**src/rtl/nhe_pkg.sv**
```systemverilog
// ----------------------------------------------------------------------------
// nhe_pkg
// Shared types, status codes and the normalization factor function of the
// normalized Hermite evaluator.
// ----------------------------------------------------------------------------
`default_nettype none

package nhe_pkg;

    typedef enum logic [1:0] {
        STATUS_OK     = 2'd0,
        STATUS_NOINIT = 2'd1,
        STATUS_RANGE  = 2'd2,
        STATUS_SAT    = 2'd3
    } status_t;

    typedef enum logic [1:0] {
        REG_MEAN_OFFSET = 2'd0,
        REG_INV_SCALE   = 2'd1,
        REG_NUM_FACTORS = 2'd2
    } cfg_reg_t;

    localparam logic [63:0] POS_LIM64 = 64'h7FFF_FFFF_FFFF_FFFF;
    localparam logic [63:0] NEG_LIM64 = 64'h8000_0000_0000_0000;
    localparam logic [63:0] H0_ONE    = 64'h0000_0001_0000_0000;

    // Data handed from cell to cell. h1/h2 are H(i-1)/H(i-2), signed Q32.32.
    typedef struct packed {
        status_t     code;
        logic        sat;
        logic [5:0]  degree;
        logic [32:0] ymag2;  // |2y|, Q16.16
        logic        yneg;
        logic [63:0] h1;
        logic [63:0] h2;
    } chain_t;

    // round(2^31 / sqrt(2^n n!)) in Q1.31, zero once 2^n n! leaves 64 bits.
    // Elaboration only.
    function automatic logic [31:0] norm_factor(input int unsigned n);
        logic [63:0]  p;
        logic [127:0] wide;
        logic         big;
        logic [32:0]  lo;
        logic [32:0]  hi;
        logic [32:0]  mid;
        logic [63:0]  c;
        int unsigned  j;
        p   = 64'd1;
        big = 1'b0;
        for (j = 1; j <= n; j++) begin
            if (!big) begin
                wide = 128'(p) * 128'(2 * j);
                if (wide[127:64] != 64'd0) begin
                    big = 1'b1;
                end else begin
                    p = wide[63:0];
                end
            end
        end
        lo = 33'd0;
        hi = 33'h0_8000_0000;
        for (j = 0; j < 40; j++) begin
            if (lo < hi) begin
                mid  = (lo + hi + 33'd1) >> 1;
                c    = {30'd0, mid, 1'b0} - 64'd1;
                wide = 128'(c * c) * 128'(p);
                if (wide <= (128'd1 << 64)) begin
                    lo = mid;
                end else begin
                    hi = mid - 33'd1;
                end
            end
        end
        return big ? 32'd0 : lo[31:0];
    endfunction

endpackage

`default_nettype wire

```
**src/rtl/nhe_scale.sv**
```systemverilog
// ----------------------------------------------------------------------------
// nhe_scale
// Front end: status decision and y = (x - mean) * inv_scale in Q16.16 with
// saturation, then the recurrence seed H0, H1 for the cell chain.
// ----------------------------------------------------------------------------
`default_nettype none

module nhe_scale #(
    parameter int MAX_DEGREE = 16
) (
    input  logic              aclk,
    input  logic              aresetn,
    input  logic              advance,
    input  logic              in_valid,
    input  logic [31:0]       sample,
    input  logic [5:0]        degree,
    input  logic [31:0]       mean_offset,
    input  logic [31:0]       inv_scale,
    input  logic [4:0]        num_factors,
    output logic              out_valid,
    output nhe_pkg::chain_t   out_data
);

    logic [4:0]       vld_reg;

    logic [31:0]      s1_x_reg;
    logic [5:0]       s1_deg_reg;
    nhe_pkg::status_t s1_code_reg;
    nhe_pkg::status_t s1_code_next;

    logic [32:0]      s2_dmag_reg;
    logic [32:0]      s2_dmag_next;
    logic             s2_neg_reg;
    logic [32:0]      s2_diff;
    logic [5:0]       s2_deg_reg;
    nhe_pkg::status_t s2_code_reg;

    logic [64:0]      s3_prod_reg;
    logic             s3_neg_reg;
    logic [5:0]       s3_deg_reg;
    nhe_pkg::status_t s3_code_reg;

    logic [31:0]      s4_ymag_reg;
    logic [31:0]      s4_ymag_next;
    logic             s4_neg_reg;
    logic             s4_sat_reg;
    logic             s4_sat_next;
    logic [31:0]      s4_lim;
    logic [5:0]       s4_deg_reg;
    nhe_pkg::status_t s4_code_reg;

    nhe_pkg::chain_t  out_reg;
    nhe_pkg::chain_t  out_next;
    logic [31:0]      y_val;

    always_comb begin
        if (num_factors == 5'd0) begin
            s1_code_next = nhe_pkg::STATUS_NOINIT;
        end else if ((degree >= {1'b0, num_factors}) ||
                     (32'(degree) >= 32'(MAX_DEGREE))) begin
            s1_code_next = nhe_pkg::STATUS_RANGE;
        end else begin
            s1_code_next = nhe_pkg::STATUS_OK;
        end
    end

    assign s2_diff      = {s1_x_reg[31], s1_x_reg} - {mean_offset[31], mean_offset};
    assign s2_dmag_next = s2_diff[32] ? (~s2_diff + 33'd1) : s2_diff;

    assign s4_lim       = s3_neg_reg ? 32'h8000_0000 : 32'h7FFF_FFFF;
    assign s4_sat_next  = s3_prod_reg[64:24] > {9'd0, s4_lim};
    assign s4_ymag_next = s4_sat_next ? s4_lim : s3_prod_reg[55:24];

    assign y_val = s4_neg_reg ? (~s4_ymag_reg + 32'd1) : s4_ymag_reg;

    always_comb begin
        out_next.code   = s4_code_reg;
        out_next.sat    = s4_sat_reg;
        out_next.degree = s4_deg_reg;
        out_next.ymag2  = {s4_ymag_reg, 1'b0};
        out_next.yneg   = s4_neg_reg;
        out_next.h1     = {{15{y_val[31]}}, y_val, 17'd0};
        out_next.h2     = nhe_pkg::H0_ONE;
    end

    always_ff @(posedge aclk) begin
        if (!aresetn) begin
            vld_reg <= '0;
        end else if (advance) begin
            vld_reg <= {vld_reg[3:0], in_valid};
        end
    end

    always_ff @(posedge aclk) begin
        if (advance) begin
            s1_x_reg    <= sample;
            s1_deg_reg  <= degree;
            s1_code_reg <= s1_code_next;

            s2_dmag_reg <= s2_dmag_next;
            s2_neg_reg  <= s2_diff[32];
            s2_deg_reg  <= s1_deg_reg;
            s2_code_reg <= s1_code_reg;

            s3_prod_reg <= {32'd0, s2_dmag_reg} * {33'd0, inv_scale};
            s3_neg_reg  <= s2_neg_reg;
            s3_deg_reg  <= s2_deg_reg;
            s3_code_reg <= s2_code_reg;

            s4_ymag_reg <= s4_ymag_next;
            s4_sat_reg  <= s4_sat_next;
            s4_neg_reg  <= s3_neg_reg;
            s4_deg_reg  <= s3_deg_reg;
            s4_code_reg <= s3_code_reg;

            out_reg     <= out_next;
        end
    end

    assign out_valid = vld_reg[4];
    assign out_data  = out_reg;

endmodule

`default_nettype wire

```
**config.mk**
```make
export PLATFORM = sky130hd
export DESIGN_NAME = nhe_scale
export DESIGN_NICKNAME = d
export VERILOG_FILES = /design/src/rtl/nhe_pkg.sv /design/src/rtl/nhe_scale.sv
export SDC_FILE = /design/constraint.sdc
export NUM_CORES = 2
export LEC_CHECK = 0
export BUFFER_PORTS_ARGS = -buffer_cell sky130_fd_sc_hd__buf_2
export CORE_MARGIN = 8
export CORE_UTILIZATION = 50
export CTS_CLUSTER_DIAMETER = 60
export DETAILED_ROUTE_END_ITERATION = 10
export PLACE_DENSITY_LB_ADDON = 0.15
export SETUP_SLACK_MARGIN = 0.3
export SLEW_MARGIN = 20
export SYNTH_ARGS = -nofsm -noshare
export SYNTH_HDL_FRONTEND = slang
export SYNTH_SLANG_ARGS = --single-unit
```
**constraint.sdc**
```tcl
create_clock -name aclk -period 13.25 [get_ports aclk]
set_input_delay 0 -clock aclk [delete_from_list [all_inputs] [get_ports aclk]]
set_output_delay 0 -clock aclk [all_outputs]
set_load 0.1 [all_outputs]
```
## Yosys cells after proc, flatten, opt, wreduce, memory -nomap -nowiden

Cells that the tools add are included.

- Bits in registers: 277
- Bits of input ports: 111
- Output and inout bits: 172
- Logic and storage cells: 40

- $add $sub $neg: 3
- Multiply operators: 1
- Order comparisons: 3
- Multiplexer cells: 5
- Bitwise logic cells: 2
- Reductions and logical operators: 2

Operators with widths:

| kind | number |
|---|---|
| $mux 32 | 4 |
| $mul 33x32->65 | 1 |
| $gt 41x32->1 | 1 |
| $add 33x1->33 const B | 1 |
| $not 33->33 | 1 |
| $sub 32x32->33 | 1 |
| $add 32x1->32 const B | 1 |
| $not 32->32 | 1 |
| $ge 6x5->1 | 1 |
| $ge 6x5->1 const B | 1 |
| $logic_not 5->1 | 1 |
| $mux 2 | 1 |
| $logic_or 1x1->1 | 1 |

## Logic depth before layout (Yosys ltp)

- Depth in word-level cells: 4
- Mapped depth: 29
- Depth with buffers taken out: 28

## Worst setup path after synthesis

OpenSTA, ideal clock, no wires.

- Path kind: register to register
- From: register s2_dmag_reg[10]
- To: register s3_prod_reg[64], data pin
- Setup time: 0.260 ns
- Arrival: 7.171 ns
- Data required time: 12.990 ns
- Slack: 5.819 ns
- Stages on the path, launching flop included: 27
- Path buffers: 2
- Period minus slack after synthesis: 7.431 ns
- Cells stage by stage: edfxtp_1 -> clkbuf_1 -> and2_1 -> fa_1 -> inv_1 -> fa_1 -> inv_1 -> fa_1 -> inv_1 -> fa_1 -> inv_1 -> fa_1 -> fa_1 -> fa_1 -> fa_1 -> ha_1 -> clkbuf_1 -> a21o_1 -> a21o_1 -> a221oi_1 -> nor2_1 -> o311ai_0 -> o211ai_1 -> a31o_2 -> a221o_1 -> a21oi_1 -> xnor2_1

- Word-level cells in the longest chain between the ends: 1

Ends and longest elaborated chain:

| item | RTL line | RTL |
|---|---|---|
| from (decl) | nhe_scale.sv:31 | `logic [32:0] s2_dmag_reg;` |
| from (signal assigned) | nhe_scale.sv:100 | `s2_dmag_reg <= s2_dmag_next;` |
| $mul 33x32->65 | nhe_scale.sv:105 | `s3_prod_reg <= {32'd0, s2_dmag_reg} * {33'd0, inv_scale};` |
| to (signal assigned) | nhe_scale.sv:105 |  |
| to (decl) | nhe_scale.sv:38 | `logic [64:0] s3_prod_reg;` |

Every way passes these cells.
A chain may end at the register's enable or synchronous reset.

## Final worst setup path

- From: register s2_dmag_reg[16]
- To: register s3_prod_reg[64], data pin

Same word-level chain as after synthesis.

==> flow_summary_export.csv <==
group,metric,value,unit
worst_setup_path,critPathMaxStageDelay,580,ps
floorplan,ios,283,
sta,min_period,8400,ps
worst_setup_path,critical_path.max_fanout,32,
clock_network,cts_buffer_depth,3,
synth,netlist_top_cells_area,"fa_1 (40%), edfxtp_1 (16%), ha_1 (8.9%)",
global_routing,grt_max_degree,168,
hold_path,hp-class,"in -> reg",
sta,worstMarginPinSlew,1040,ps
clock_network,path_clk_slew,50,ps
placed_design,portBuffers,200,
worst_setup_path,path_common_cell,"fa_1",
synth,yosys_warnings,0,
finish,nFillCells,8530,
finish,drive_gt1_frac,0.0744,
synth,synth_seq_cells,252,
sta,max_freq,119,MHz
synth,ys_types,79,
floorplan,chipHeight,321,um
synth,synth_edf_count,247,
drt,avgRoutedWirePerCell,19.5,um
drt,wirelength,119,mm
placed_design,dp_hpwl,93.0,mm
worst_setup_path,critical_path_required,13560,ps
drt,first_pass_iters,5,
sta,finalHoldViolCount,0,
sta,hold_ws,120,ps
synth,yosysSeqAreaShare,0.161,
clock_network,postCtsSetupRepairBufs,0,
clock_network,htree_levels,2,
global_routing,antenna_found_initial,7,
synth,avgSynthCellArea,9.78,um^2
global_routing,first_global_vias,34004,
synth,yosys-top-cells-count,"inv_1 (999), fa_1 (926), nand2_1 (617)",
finish,stdcell_area,49900,um^2
sta,setup_viol,0,
worst_setup_path,cp-start-kind,"flop",
floorplan,die_width,321,um
sta,drv_slew,0,
sta,period_share,0.634,
finish,syn_to_final_growth,7.06,%
synth,synth_top_area_cell,"fa_1",
clock_network,cts-root-buf,"clkbuf_16",
global_routing,grt.overflow.total,0,
finish,fin_nets,6208,
drt,first_iter_violations,2184,
global_routing,grt_pass1_wl,190,mm
synth,synth_top_cell_area_share,0.398,
placed_design,gp_congestion,0.895,
sta,rsz0062_at_grt,"false",
drt,vias,31807,
clock_network,cts.sinks,252,
global_routing,track_usage,0.233,
clock_network,cts_made_buffers,36,
synth,ys.flop_type,"edfxtp_1",
floorplan,core,92900,um^2
drt,route.detailed.drc,0,
synth,synthCells,4766,
clock_network,clk_latency,580,ps
synth,synth_async_sr_flop_share,0,
sta,tns,0,ps
worst_setup_path,cp-end-kind,"flop",
placed_design,placed_cell_area,48200,um^2
floorplan,start_util,0.502,
worst_setup_path,slowest_stage,"fa_1",
floorplan,die-area,103000,um^2
worst_setup_path,criticalPathCategory,"reg -> reg",
sta,skew,22.5,ps
synth,syn_area,46600,um^2
clock_network,tritoncts,"built",
floorplan,row_count,112,
drt,antenna_left,0,
synth,post-synth-top-count-cell,"inv_1",
drt,avgViaCountPerCell,5.19,
finish,largest_reg_flops,73,
job,cap_violations,0,
run_status,status,"completed",
sta,timing.slew.headroom,0.308,
worst_setup_path,cp.arrival,8720,ps
## layer usage
| layer | track usage | vias to the layer above | share of wire |
|---|---|---|---|
| li1 | - | 14495 | - |
| met1 | 0.336 | 16128 | 0.45 |
| met2 | 0.367 | 1049 | 0.44 |
| met3 | 0.0495 | 129 | 0.087 |
| met4 | 0.0441 | 6 | 0.018 |
| met5 | 0 | - | 0.00035 |
## metrics by stage
step / utilization / setup WS, ps / cells
after floorplan: - / 5820 / 4846
after global placement: 0.519 / 4980 / 6010
after detailed placement: 0.519 / 4940 / 6010
after CTS: 0.537 / 4930 / 6121
after global routing: 0.537 / 4500 / 6121
final: 0.537 / 4850 / 6124
## cells by family after synthesis
kind of cell             Yosys count  share of synthesized area
AND/OR/NAND/NOR                 1370                      0.149
buffers and inverters           1337                      0.116
adder cells (fa/ha/maj)         1258                      0.487
AO/OA/AOI/OAI                    384                     0.0550
flip-flops                       252                      0.161
XOR/XNOR                         122                     0.0229
multiplexers                      41                    0.00963
other                              2                   0.000161
## path summary, 6_finish.rpt
check / slack [ps] / startpoint / endpoint / depth (start not counted)
min reg2reg: 420 / s1_code_reg[1] / s2_code_reg[1] / 0
max: 4850 / s2_dmag_reg[16] / s3_prod_reg[64] / 27
max reg2reg: 4850 / s2_dmag_reg[16] / s3_prod_reg[64] / 27
min: 120 / mean_offset[1] / s2_dmag_reg[1] / 5
## cells in the final DEF, fill, tap and decap left out, types with 15 or more instances in the layout
| cell type | netlist | routed |
|---|---|---|
| inv_1 | 999 | 999 |
| fa_1 | 926 | 926 |
| nand2_1 | 617 | 617 |
| and2_1 | 513 | 513 |
| ha_1 | 332 | 332 |
| edfxtp_1 | 247 | 247 |
| buf_2 | 4 | 199 |
| a21oi_1 | 89 | 89 |
| xnor2_1 | 86 | 86 |
| conb_1 | 2 | 82 |
| o21ai_0 | 64 | 64 |
| a21o_1 | 61 | 61 |
| nor2_1 | 55 | 55 |
| buf_4 | 98 | 47 |
| dlygate4sd3_1 | 0 | 45 |
| xor2_1 | 36 | 36 |
| clkbuf_16 | 0 | 36 |
| mux2_2 | 31 | 31 |
| nand3_1 | 26 | 26 |
| nor3_1 | 25 | 25 |
| a31oi_1 | 24 | 24 |
| nor2b_1 | 23 | 23 |
| nand4_1 | 21 | 21 |
| o21a_1 | 18 | 18 |
| a211oi_1 | 15 | 15 |
| and3_1 | 15 | 15 |
## layout make-up
| class | count | area (um^2) | area share |
|---|---|---|---|
| multi-input combinational | 3257 | 34000 | 0.682 |
| sequential | 252 | 7520 | 0.151 |
| inverter | 999 | 3750 | 0.0751 |
| timing repair buffer | 293 | 1830 | 0.0367 |
| tap | 1254 | 1570 | 0.0314 |
| clock buffer | 44 | 931 | 0.0186 |
| clock inverter | 22 | 284 | 0.00569 |
| antenna | 3 | 7.51 | 0.000150 |
## worst max-delay path, delay by kind of cell, from the launching register on
| kind | cells | cell delay, ps |
|---|---|---|
| and+or+nand+nor | 3 | 600 |
| AOI/OAI and AO/OA | 7 | 2120 |
| buffers and inverters | 7 | 590 |
| xor gates and xnor gates | 1 | 80 |
| DFF | 1 | 350 |
| adders and majority gates | 9 | 4380 |
## what timing repair did
item	in CTS	in global routing
hold buffers	45	0
gates resized for setup	0	0
endpoints found under the hold margin	112	0
Power is not shown: default switching activity piles up to over one toggle a cycle in this logic, so the estimate is an artifact.
